`src/rtl/core/srd_pkg.sv`:
```
// Shared types and constants of the sprite RLE decoder.
// Depends on nothing; used by the top level, the front and back stages and the checker.
`default_nettype none

package srd_pkg;

   localparam int CFG_BITS       = 10;
   localparam int CSR_INDEX_BITS = 1;
   localparam int CODE_BITS      = 8;
   localparam int LEN_BITS       = 18;
   localparam int OUT_LEN_BITS   = 17;
   localparam int POS_BITS       = 19;
   localparam int SIZE_BITS      = 20;
   localparam int OUT_ADDR_BITS  = 24;

   localparam int DEFAULT_MAX_DIMENSION = 512;
   localparam int DEFAULT_ADDRESS_BITS  = 24;

   localparam logic [CFG_BITS-1:0] WIDTH_RESET  = 10'd32;
   localparam logic [CFG_BITS-1:0] HEIGHT_RESET = 10'd40;

   localparam logic [CSR_INDEX_BITS-1:0] CSR_FRAME_WIDTH  = 1'b0;
   localparam logic [CSR_INDEX_BITS-1:0] CSR_FRAME_HEIGHT = 1'b1;

   localparam logic [CODE_BITS-1:0] CODE_RUN = 8'hFE;
   localparam logic [CODE_BITS-1:0] CODE_END = 8'hFF;

   localparam logic [POS_BITS-1:0] POSITION_MAX = '1;

   typedef enum logic [1:0] {
      CMD_NOP = 2'd0,
      CMD_RUN = 2'd1,
      CMD_END = 2'd2
   } cmd_kind_type;

   typedef struct packed {
      cmd_kind_type              kind;
      logic                      restart;
      logic [LEN_BITS-1:0]       len;
      logic [CODE_BITS-1:0]      value;
   } cmd_type;

   typedef struct packed {
      logic [OUT_ADDR_BITS-1:0]  pixel_address;
      logic [OUT_LEN_BITS-1:0]   run_length;
      logic [CODE_BITS-1:0]      pixel_value;
      logic                      frame_end;
      logic                      overflow;
   } rsp_type;

   // Zero acts as one, anything above the limit acts as the limit.
   function automatic logic [CFG_BITS-1:0] clamp_dim(input logic [CFG_BITS-1:0] v,
                                                     input int max_dim);
      logic [CFG_BITS-1:0] r;
      r = v;
      if (v == '0) begin
         r = CFG_BITS'(1);
      end else if (int'(v) > max_dim) begin
         r = CFG_BITS'(max_dim);
      end
      return r;
   endfunction

endpackage

`default_nettype wire

```
`src/rtl/core/sprite_rle_decoder.sv`:
```
// Sprite RLE decoder: takes one compressed code byte per cycle while req_full is low and
// writes one result per decoded run (start address, length, palette index, frame end,
// overflow). Commands and results are registered in their queues before a result shows
// on the rsp_ ports. A command queue of four entries parts the byte classifier from the
// run stage, and a two-entry result queue parts the run stage from the consumer, so
// either side may stall without losing throughput. Bytes that give no result (run
// markers, zero counts) are not queued unless they carry a restart. Write csr_ registers
// only while the decoder is idle; changes reach the run stage through the registered
// frame size. Depends on srd_pkg, srd_fifo, srd_front and srd_back.
`default_nettype none

module sprite_rle_decoder #(
   parameter int MAX_DIMENSION = srd_pkg::DEFAULT_MAX_DIMENSION,
   parameter int ADDRESS_BITS  = srd_pkg::DEFAULT_ADDRESS_BITS
) (
   input  wire logic                                clock,
   input  wire logic                                reset,
   input  wire logic                                req_push,
   output logic                                     req_full,
   input  wire logic [srd_pkg::CODE_BITS-1:0]       req_code_byte,
   input  wire logic                                req_restart,
   output logic                                     rsp_empty,
   input  wire logic                                rsp_pop,
   output logic      [srd_pkg::OUT_ADDR_BITS-1:0]   rsp_pixel_address,
   output logic      [srd_pkg::OUT_LEN_BITS-1:0]    rsp_run_length,
   output logic      [srd_pkg::CODE_BITS-1:0]       rsp_pixel_value,
   output logic                                     rsp_frame_end,
   output logic                                     rsp_overflow,
   input  wire logic                                csr_we,
   input  wire logic [srd_pkg::CSR_INDEX_BITS-1:0]  csr_index,
   input  wire logic [srd_pkg::CFG_BITS-1:0]        csr_wdata
);

   import srd_pkg::*;

   localparam int CMD_DEPTH = 4;
   localparam int RSP_DEPTH = 2;

   logic [CFG_BITS-1:0]  width_ff, height_ff;
   logic [SIZE_BITS-1:0] frame_size_ff;

   cmd_type cmd_wr, cmd_head;
   rsp_type rsp_wr, rsp_head;
   logic    cmd_push, cmd_full, cmd_empty, cmd_pop;
   logic    out_push, out_full;

   // Registers hold clamped dimensions.
   always_ff @(posedge clock) begin
      if (reset) begin
         width_ff  <= clamp_dim(WIDTH_RESET, MAX_DIMENSION);
         height_ff <= clamp_dim(HEIGHT_RESET, MAX_DIMENSION);
      end else if (csr_we) begin
         case (csr_index)
            CSR_FRAME_WIDTH:  width_ff  <= clamp_dim(csr_wdata, MAX_DIMENSION);
            CSR_FRAME_HEIGHT: height_ff <= clamp_dim(csr_wdata, MAX_DIMENSION);
            default: begin
            end
         endcase
      end
   end

   always_ff @(posedge clock) begin
      frame_size_ff <= SIZE_BITS'(width_ff) * SIZE_BITS'(height_ff);
   end

   srd_front u_front (
      .clock         (clock),
      .reset         (reset),
      .req_push      (req_push),
      .req_code_byte (req_code_byte),
      .req_restart   (req_restart),
      .frame_width   (width_ff),
      .cmd_full      (cmd_full),
      .cmd_push      (cmd_push),
      .cmd           (cmd_wr)
   );

   assign req_full = cmd_full;

   srd_fifo #(
      .WIDTH ($bits(cmd_type)),
      .DEPTH (CMD_DEPTH)
   ) u_cmd_fifo (
      .clock   (clock),
      .reset   (reset),
      .push    (cmd_push),
      .wr_data (cmd_wr),
      .full    (cmd_full),
      .pop     (cmd_pop),
      .rd_data (cmd_head),
      .empty   (cmd_empty)
   );

   srd_back #(
      .ADDRESS_BITS (ADDRESS_BITS)
   ) u_back (
      .clock      (clock),
      .reset      (reset),
      .cmd        (cmd_head),
      .cmd_empty  (cmd_empty),
      .cmd_pop    (cmd_pop),
      .frame_size (frame_size_ff),
      .out_full   (out_full),
      .out_push   (out_push),
      .out_data   (rsp_wr)
   );

   srd_fifo #(
      .WIDTH ($bits(rsp_type)),
      .DEPTH (RSP_DEPTH)
   ) u_rsp_fifo (
      .clock   (clock),
      .reset   (reset),
      .push    (out_push),
      .wr_data (rsp_wr),
      .full    (out_full),
      .pop     (rsp_pop),
      .rd_data (rsp_head),
      .empty   (rsp_empty)
   );

   assign rsp_pixel_address = rsp_head.pixel_address;
   assign rsp_run_length    = rsp_head.run_length;
   assign rsp_pixel_value   = rsp_head.pixel_value;
   assign rsp_frame_end     = rsp_head.frame_end;
   assign rsp_overflow      = rsp_head.overflow;

endmodule

`default_nettype wire

```
`src/rtl/core/srd_fifo.sv`:
```
// Small register queue with a combinational head, used between the decoder stages.
// Depends on nothing; width and depth come from parameters.
`default_nettype none

module srd_fifo #(
   parameter int WIDTH = 8,
   parameter int DEPTH = 2
) (
   input  wire logic             clock,
   input  wire logic             reset,
   input  wire logic             push,
   input  wire logic [WIDTH-1:0] wr_data,
   output logic                  full,
   input  wire logic             pop,
   output logic      [WIDTH-1:0] rd_data,
   output logic                  empty
);

   localparam int PTR_BITS = (DEPTH > 1) ? $clog2(DEPTH) : 1;
   localparam int CNT_BITS = $clog2(DEPTH + 1);

   logic [WIDTH-1:0]    mem_ff [DEPTH];
   logic [PTR_BITS-1:0] wr_ptr_ff, wr_ptr_in;
   logic [PTR_BITS-1:0] rd_ptr_ff, rd_ptr_in;
   logic [CNT_BITS-1:0] count_ff, count_in;
   logic                do_push, do_pop;

   assign full    = (count_ff == CNT_BITS'(DEPTH));
   assign empty   = (count_ff == '0);
   assign do_push = push && !full;
   assign do_pop  = pop && !empty;
   assign rd_data = mem_ff[rd_ptr_ff];

   always_comb begin
      wr_ptr_in = wr_ptr_ff;
      rd_ptr_in = rd_ptr_ff;
      count_in  = count_ff;
      if (do_push) begin
         wr_ptr_in = (wr_ptr_ff == PTR_BITS'(DEPTH - 1)) ? '0 : wr_ptr_ff + 1'b1;
      end
      if (do_pop) begin
         rd_ptr_in = (rd_ptr_ff == PTR_BITS'(DEPTH - 1)) ? '0 : rd_ptr_ff + 1'b1;
      end
      if (do_push && !do_pop) begin
         count_in = count_ff + 1'b1;
      end else if (do_pop && !do_push) begin
         count_in = count_ff - 1'b1;
      end
   end

   always_ff @(posedge clock) begin
      if (reset) begin
         wr_ptr_ff <= '0;
         rd_ptr_ff <= '0;
         count_ff  <= '0;
      end else begin
         wr_ptr_ff <= wr_ptr_in;
         rd_ptr_ff <= rd_ptr_in;
         count_ff  <= count_in;
      end
   end

   always_ff @(posedge clock) begin
      if (do_push) begin
         mem_ff[wr_ptr_ff] <= wr_data;
      end
   end

endmodule

`default_nettype wire

```
`src/rtl/core/srd_front.sv`:
```
// Front stage: accepts code bytes, tracks the stream phase and turns bytes into commands.
// Depends on srd_pkg.
`default_nettype none

module srd_front (
   input  wire logic                         clock,
   input  wire logic                         reset,
   input  wire logic                         req_push,
   input  wire logic [srd_pkg::CODE_BITS-1:0] req_code_byte,
   input  wire logic                         req_restart,
   input  wire logic [srd_pkg::CFG_BITS-1:0]  frame_width,
   input  wire logic                         cmd_full,
   output logic                              cmd_push,
   output srd_pkg::cmd_type                  cmd
);

   import srd_pkg::*;

   typedef enum logic [2:0] {
      PH_HEADER = 3'b001,
      PH_BODY   = 3'b010,
      PH_COUNT  = 3'b100
   } phase_type;

   phase_type phase_ff, phase_in, phase_cur;
   logic      accept;

   assign accept    = req_push && !cmd_full;
   assign phase_cur = req_restart ? PH_HEADER : phase_ff;

   always_comb begin
      cmd.kind    = CMD_NOP;
      cmd.restart = req_restart;
      cmd.len     = '0;
      cmd.value   = '0;
      phase_in    = phase_ff;
      case (phase_cur)
         PH_BODY: begin
            case (req_code_byte)
               CODE_RUN: begin
                  phase_in = PH_COUNT;
               end
               CODE_END: begin
                  cmd.kind = CMD_END;
                  phase_in = PH_HEADER;
               end
               default: begin
                  cmd.kind  = CMD_RUN;
                  cmd.len   = LEN_BITS'(1);
                  cmd.value = req_code_byte;
               end
            endcase
         end
         PH_COUNT: begin
            cmd.kind = (req_code_byte != '0) ? CMD_RUN : CMD_NOP;
            cmd.len  = LEN_BITS'(req_code_byte);
            phase_in = PH_BODY;
         end
         default: begin
            // header byte counts blank rows
            cmd.kind = (req_code_byte != '0) ? CMD_RUN : CMD_NOP;
            cmd.len  = LEN_BITS'(req_code_byte) * LEN_BITS'(frame_width);
            phase_in = PH_BODY;
         end
      endcase
   end

   // Drop plain no-ops; a restart must still reach the back to clear its position.
   assign cmd_push = accept && ((cmd.kind != CMD_NOP) || req_restart);

   always_ff @(posedge clock) begin
      if (reset) begin
         phase_ff <= PH_HEADER;
      end else if (accept) begin
         phase_ff <= phase_in;
      end
   end

endmodule

`default_nettype wire

```
`src/rtl/core/srd_back.sv`:
```
// Back stage: holds frame base and position, turns commands into framebuffer writes.
// Depends on srd_pkg.
`default_nettype none

module srd_back #(
   parameter int ADDRESS_BITS = srd_pkg::DEFAULT_ADDRESS_BITS
) (
   input  wire logic                          clock,
   input  wire logic                          reset,
   input  wire srd_pkg::cmd_type              cmd,
   input  wire logic                          cmd_empty,
   output logic                               cmd_pop,
   input  wire logic [srd_pkg::SIZE_BITS-1:0] frame_size,
   input  wire logic                          out_full,
   output logic                               out_push,
   output srd_pkg::rsp_type                   out_data
);

   import srd_pkg::*;

   logic [ADDRESS_BITS-1:0] base_ff, base_in, base_cur;
   logic [POS_BITS-1:0]     pos_ff, pos_in, pos_cur;
   logic [ADDRESS_BITS-1:0] address;
   logic [SIZE_BITS-1:0]    end_pos;
   logic                    fire;

   assign base_cur = cmd.restart ? '0 : base_ff;
   assign pos_cur  = cmd.restart ? '0 : pos_ff;
   assign address  = base_cur + ADDRESS_BITS'(pos_cur);
   assign end_pos  = SIZE_BITS'(pos_cur) + SIZE_BITS'(cmd.len);

   // A no-op needs no room in the result queue.
   assign fire     = !cmd_empty && ((cmd.kind == CMD_NOP) || !out_full);
   assign cmd_pop  = fire;
   assign out_push = fire && (cmd.kind != CMD_NOP);

   always_comb begin
      out_data.pixel_address = OUT_ADDR_BITS'(address);
      out_data.run_length    = OUT_LEN_BITS'(cmd.len);
      out_data.pixel_value   = cmd.value;
      out_data.frame_end     = 1'b0;
      out_data.overflow      = (end_pos > frame_size);
      base_in                = base_cur;
      pos_in                 = pos_cur;
      case (cmd.kind)
         CMD_RUN: begin
            pos_in = (end_pos > SIZE_BITS'(POSITION_MAX)) ? POSITION_MAX
                                                          : POS_BITS'(end_pos);
         end
         CMD_END: begin
            out_data.run_length  = '0;
            out_data.pixel_value = '0;
            out_data.frame_end   = 1'b1;
            out_data.overflow    = 1'b0;
            base_in              = base_cur + ADDRESS_BITS'(frame_size);
            pos_in               = '0;
         end
         default: begin
         end
      endcase
   end

   always_ff @(posedge clock) begin
      if (reset) begin
         base_ff <= '0;
         pos_ff  <= '0;
      end else if (fire) begin
         base_ff <= base_in;
         pos_ff  <= pos_in;
      end
   end

endmodule

`default_nettype wire

```
`config.mk`:
```
export PLATFORM = sky130hd
export DESIGN_NAME = sprite_rle_decoder
export DESIGN_NICKNAME = d
export VERILOG_FILES = /design/src/rtl/core/srd_pkg.sv /design/src/rtl/core/sprite_rle_decoder.sv /design/src/rtl/core/srd_fifo.sv /design/src/rtl/core/srd_front.sv /design/src/rtl/core/srd_back.sv
export SDC_FILE = /design/constraint.sdc
export NUM_CORES = 1
export LEC_CHECK = 0
export ABC_CLOCK_PERIOD_IN_PS = 8300
export BUFFER_PORTS_ARGS = -buffer_cell sky130_fd_sc_hd__buf_2
export CAP_MARGIN = 20
export CORE_AREA = 2 2 200 202
export DETAILED_ROUTE_END_ITERATION = 10
export DIE_AREA = 0 0 202 204
export PLACE_DENSITY_LB_ADDON = 0.1
export SYNTH_ARGS = -nofsm -noshare
export SYNTH_HDL_FRONTEND = slang
export SYNTH_SLANG_ARGS = --single-unit
```
`constraint.sdc`:
```
create_clock -name clock -period 8.3 [get_ports clock]
set_clock_uncertainty 0.05 [all_clocks]
set_input_delay 1.245 -clock clock [delete_from_list [all_inputs] [get_ports clock]]
set_output_delay 1.245 -clock clock [all_outputs]
set_load 0.05 [all_outputs]
```
==> qor.csv <==
stage;metric;value;unit
synthesis;ys_ff_latch;318;
timing;drv_slew;0;
synthesis;synth-xor-area-share;3.96;%
clock_tree;cts_sinks;318;
synthesis;synthDominantCellAreaShare;30.8;%
place;place.gp.congestion;0.873;
clock_tree;clk_pin_slew;60;ps
timing;finalHoldViolations;0;
synthesis;synth_area_leader_cell;edfxtp_1;
timing;setup_violations;0;
place;dp_hpwl;33400;µm
clock_tree;clk_latency;540;ps
synthesis;synth_compound_area_share;9.40;%
layout;antenna_cells;0;
layout;nets;2330;
worst_setup_path;critical_path.max_fanout;14;
timing;worstMarginPinSlew;961;ps
grt;grt_use_total;22.8;%
synthesis;ys_top_cells_by_area;edfxtp_1 (31%), fa_1 (11%), ha_1 (10%);
synthesis;synth-main-ff-cell;edfxtp_1;
grt;antenna_found_initial;0;
clock_tree;cts_hold_buffers;0;
worst_setup_path;worstSetupPathType;input pin to flip-flop;
floorplanning;core-area;0.0392;mm²
detailed_routing;first_pass_iters;5;
synthesis;synthArstFlopShare;0;%
clock_tree;clockRootBuffer;clkbuf_16;
grt;grt_pass1_wl;74300;µm
clock_tree;cts-resized-gates;0;
timing;rsz0062_at_grt;false;
clock_tree;cts_tree;done;
worst_setup_path;slowest_delay;550;ps
detailed_routing;num_vias;14301;
detailed_routing;drc;0;
synthesis;syn_area_per_cell;10.8;µm²
worst_setup_path;end_kind;flip-flop;
min_path;worstHoldPathType;flip-flop to flip-flop;
power_and_ir_drop;p_leak;10.1;nW
synthesis;ys_seq_area_share;40.2;%
floorplanning;dieArea;0.0412;mm²
synthesis;synth.cell_area;0.0212;mm²
floorplanning;die_y;204;µm
power_and_ir_drop;ir_drop;0.000207;V
synthesis;synth_mux_area_share;6.17;%
worst_setup_path;path_common_cell;fa_1;
clock_tree;cts.path.max_buffers;3;
floorplanning;start_util;54.2;%
floorplanning;fp.dieW;202;µm
clock_tree;htree_levels;2;
worst_setup_path;path_cells;buf_2 > nand2_1 > fa_1 > fa_1 > inv_1 > fa_1 > inv_1 > fa_1 > inv_1 > ha_1 > a21o_1 > a21o_1 > a21o_1 > a41o_1 > o41ai_1 > o21ai_0 > mux2i_1;
worst_setup_path;cp_top_family;adder cells;
synthesis;synth-adder-area-share;21.1;%
timing;fmaxAchievable;0.175;GHz
layout;areaGrowthSynthToFinish;9.16;%
floorplanning;rows;73;
detailed_routing;drt.antenna.violating_nets;0;
detailed_routing;drtIter0Drc;907;
place;port_buffers;77;
detailed_routing;wire_per_inst;17.9;µm
timing;setup_tns;0;ps
worst_setup_path;worstPathRequired;8590;ps
worst_setup_path;path_buf_inv;4;
synthesis;synth_edf_count;218;
flow_run;max_cap_viol_count;0;
power_and_ir_drop;power_density;277;mW/mm²
synthesis;synth_top_family_by_area;adder cells;
worst_setup_path;cp_slowest_cell;fa_1;
timing;finalCritPeriodShare;68.8;%
grt;grt_max_degree;69;
grt;grt-ovfl-total;0;
layout;design_area;0.0232;mm²
synthesis;synth_common_cells;edfxtp_1 (218), inv_1 (190), nand2_1 (179);
floorplanning;ios;78;
clock_tree;post_cts_buffers;0;
detailed_routing;wirelength;46000;µm
layout;drive_above_1_share;12.1;%
synthesis;syn-num-nets;2285;
worst_setup_path;critPathArrivalTime;6000;ps
clock_tree;numCtsBuffers;35;
timing;slew_headroom;35.9;%
place;placed_cell_area;0.0221;mm²
synthesis;synth_cells;1971;
synthesis;synth_cell_types;71;
outcome;status;finished clean;
synthesis;yosysMostFrequentCell;edfxtp_1;
timing;fin_crit;5710;ps
grt;grt_pass1_vias;14038;
synthesis;ys.warnings.count;0;
detailed_routing;viasPerCell;5.57;
synthesis;synth-simple-area-share;14.2;%
worst_setup_path;start_kind;input pin;
-- flip-flops by register name, indices dropped and copies added (netlist names), named ones only --
signal	count
u_back.pos_ff	19
u_front.phase_ff	3
u_cmd_fifo.wr_ptr_ff	2
u_cmd_fifo.count_ff	3
u_rsp_fifo.rd_ptr_ff	1
u_back.base_ff	24
u_cmd_fifo.rd_ptr_ff	2
u_rsp_fifo.count_ff	2
width_ff	10
frame_size_ff	20
height_ff	10
u_cmd_fifo.mem_ff	116
u_rsp_fifo.wr_ptr_ff	1
u_rsp_fifo.mem_ff	102
-- cells in the final DEF (no fill, tap or decap), types with 10 or more instances in the layout --
cell,Yosys,routed
edfxtp_1,218,218
inv_1,190,190
nand2_1,179,179
ha_1,177,177
nor2_1,118,118
fa_1,112,112
and2_1,112,107
dfxtp_1,100,98
a21oi_1,90,90
nor2b_1,85,84
buf_2,2,77
xnor2_1,64,64
mux2_2,53,53
a21o_1,45,45
o21ai_0,39,39
clkbuf_16,0,36
xor2_1,32,32
mux4_2,29,29
nor3_1,22,22
a22oi_1,21,21
and3_1,16,16
nand3_1,15,15
nand2b_1,14,14
buf_4,0,14
a221o_1,12,12
a211oi_1,11,11
nand4_1,10,10
a31oi_1,10,10
-- where the power goes --
group	internal, mW	switching, mW	leakage, nW
combinational	0.888	1.80	6.65
sequential	2.14	0.124	2.87
clock	0.841	0.632	0.545
total	3.87	2.56	10.1
-- final cells by class --
class	count	area [µm²]
clock buffers	43	930
fillers	3296	16000
multi-input cells	1379	11700
clock inverters	21	175
inverters	191	717
well taps	525	657
flip-flops and latches	318	8550
repair buffers	91	490
-- cells by family (layout without fill, tap and decap cells) --
family | after synthesis | count (layout)
adders and majority gates | 292 | 292
and+or+nand+nor | 605 | 605
DFF | 318 | 318
AOI/OAI and AO/OA | 298 | 298
muxes | 88 | 88
xor gates and xnor gates | 96 | 96
buffers and inverters | 274 | 346
-- final timing paths --
check	from	to	slack (ps)	cells after the start
setup / recovery	req_code_byte[7]	u_cmd_fifo.mem_ff[0][25]$_DFFE_PP_	2590	17
hold / removal	u_back.pos_ff[17]$_SDFFE_PP0P_	u_back.pos_ff[17]$_SDFFE_PP0P_	420	1
setup reg to reg	width_ff[6]$_SDFFE_PP0P_	frame_size_ff[18]$_DFF_P_	2600	19
hold reg to reg	u_back.pos_ff[17]$_SDFFE_PP0P_	u_back.pos_ff[17]$_SDFFE_PP0P_	420	1
-- per-stage QoR --
step | hold slack [ps] | total power [mW] | setup WS [ps] | utilization [%] | instances
after global routing | 442 | 6.81 | 2160 | 59.2 | 2568
after floorplan | 383 | 4.31 | 2410 | - | 1971
final | 424 | 6.43 | 2590 | 59.2 | 2568
after detailed placement | 411 | 5.00 | 2100 | 56.4 | 2503
after global placement | 405 | 4.95 | 2160 | 56.4 | 2503
after CTS | 427 | 6.49 | 2560 | 59.2 | 2567
-- per-layer routing --
layer	global-route usage [%]	part of all wire, %	vias to the layer above
met2	37.7	47	314
met4	6.17	2.0	0
li1	-	-	6921
met3	2.73	4.6	54
met5	0	0	-
met1	32.1	47	7012
Power figures use the tool's default switching activity.
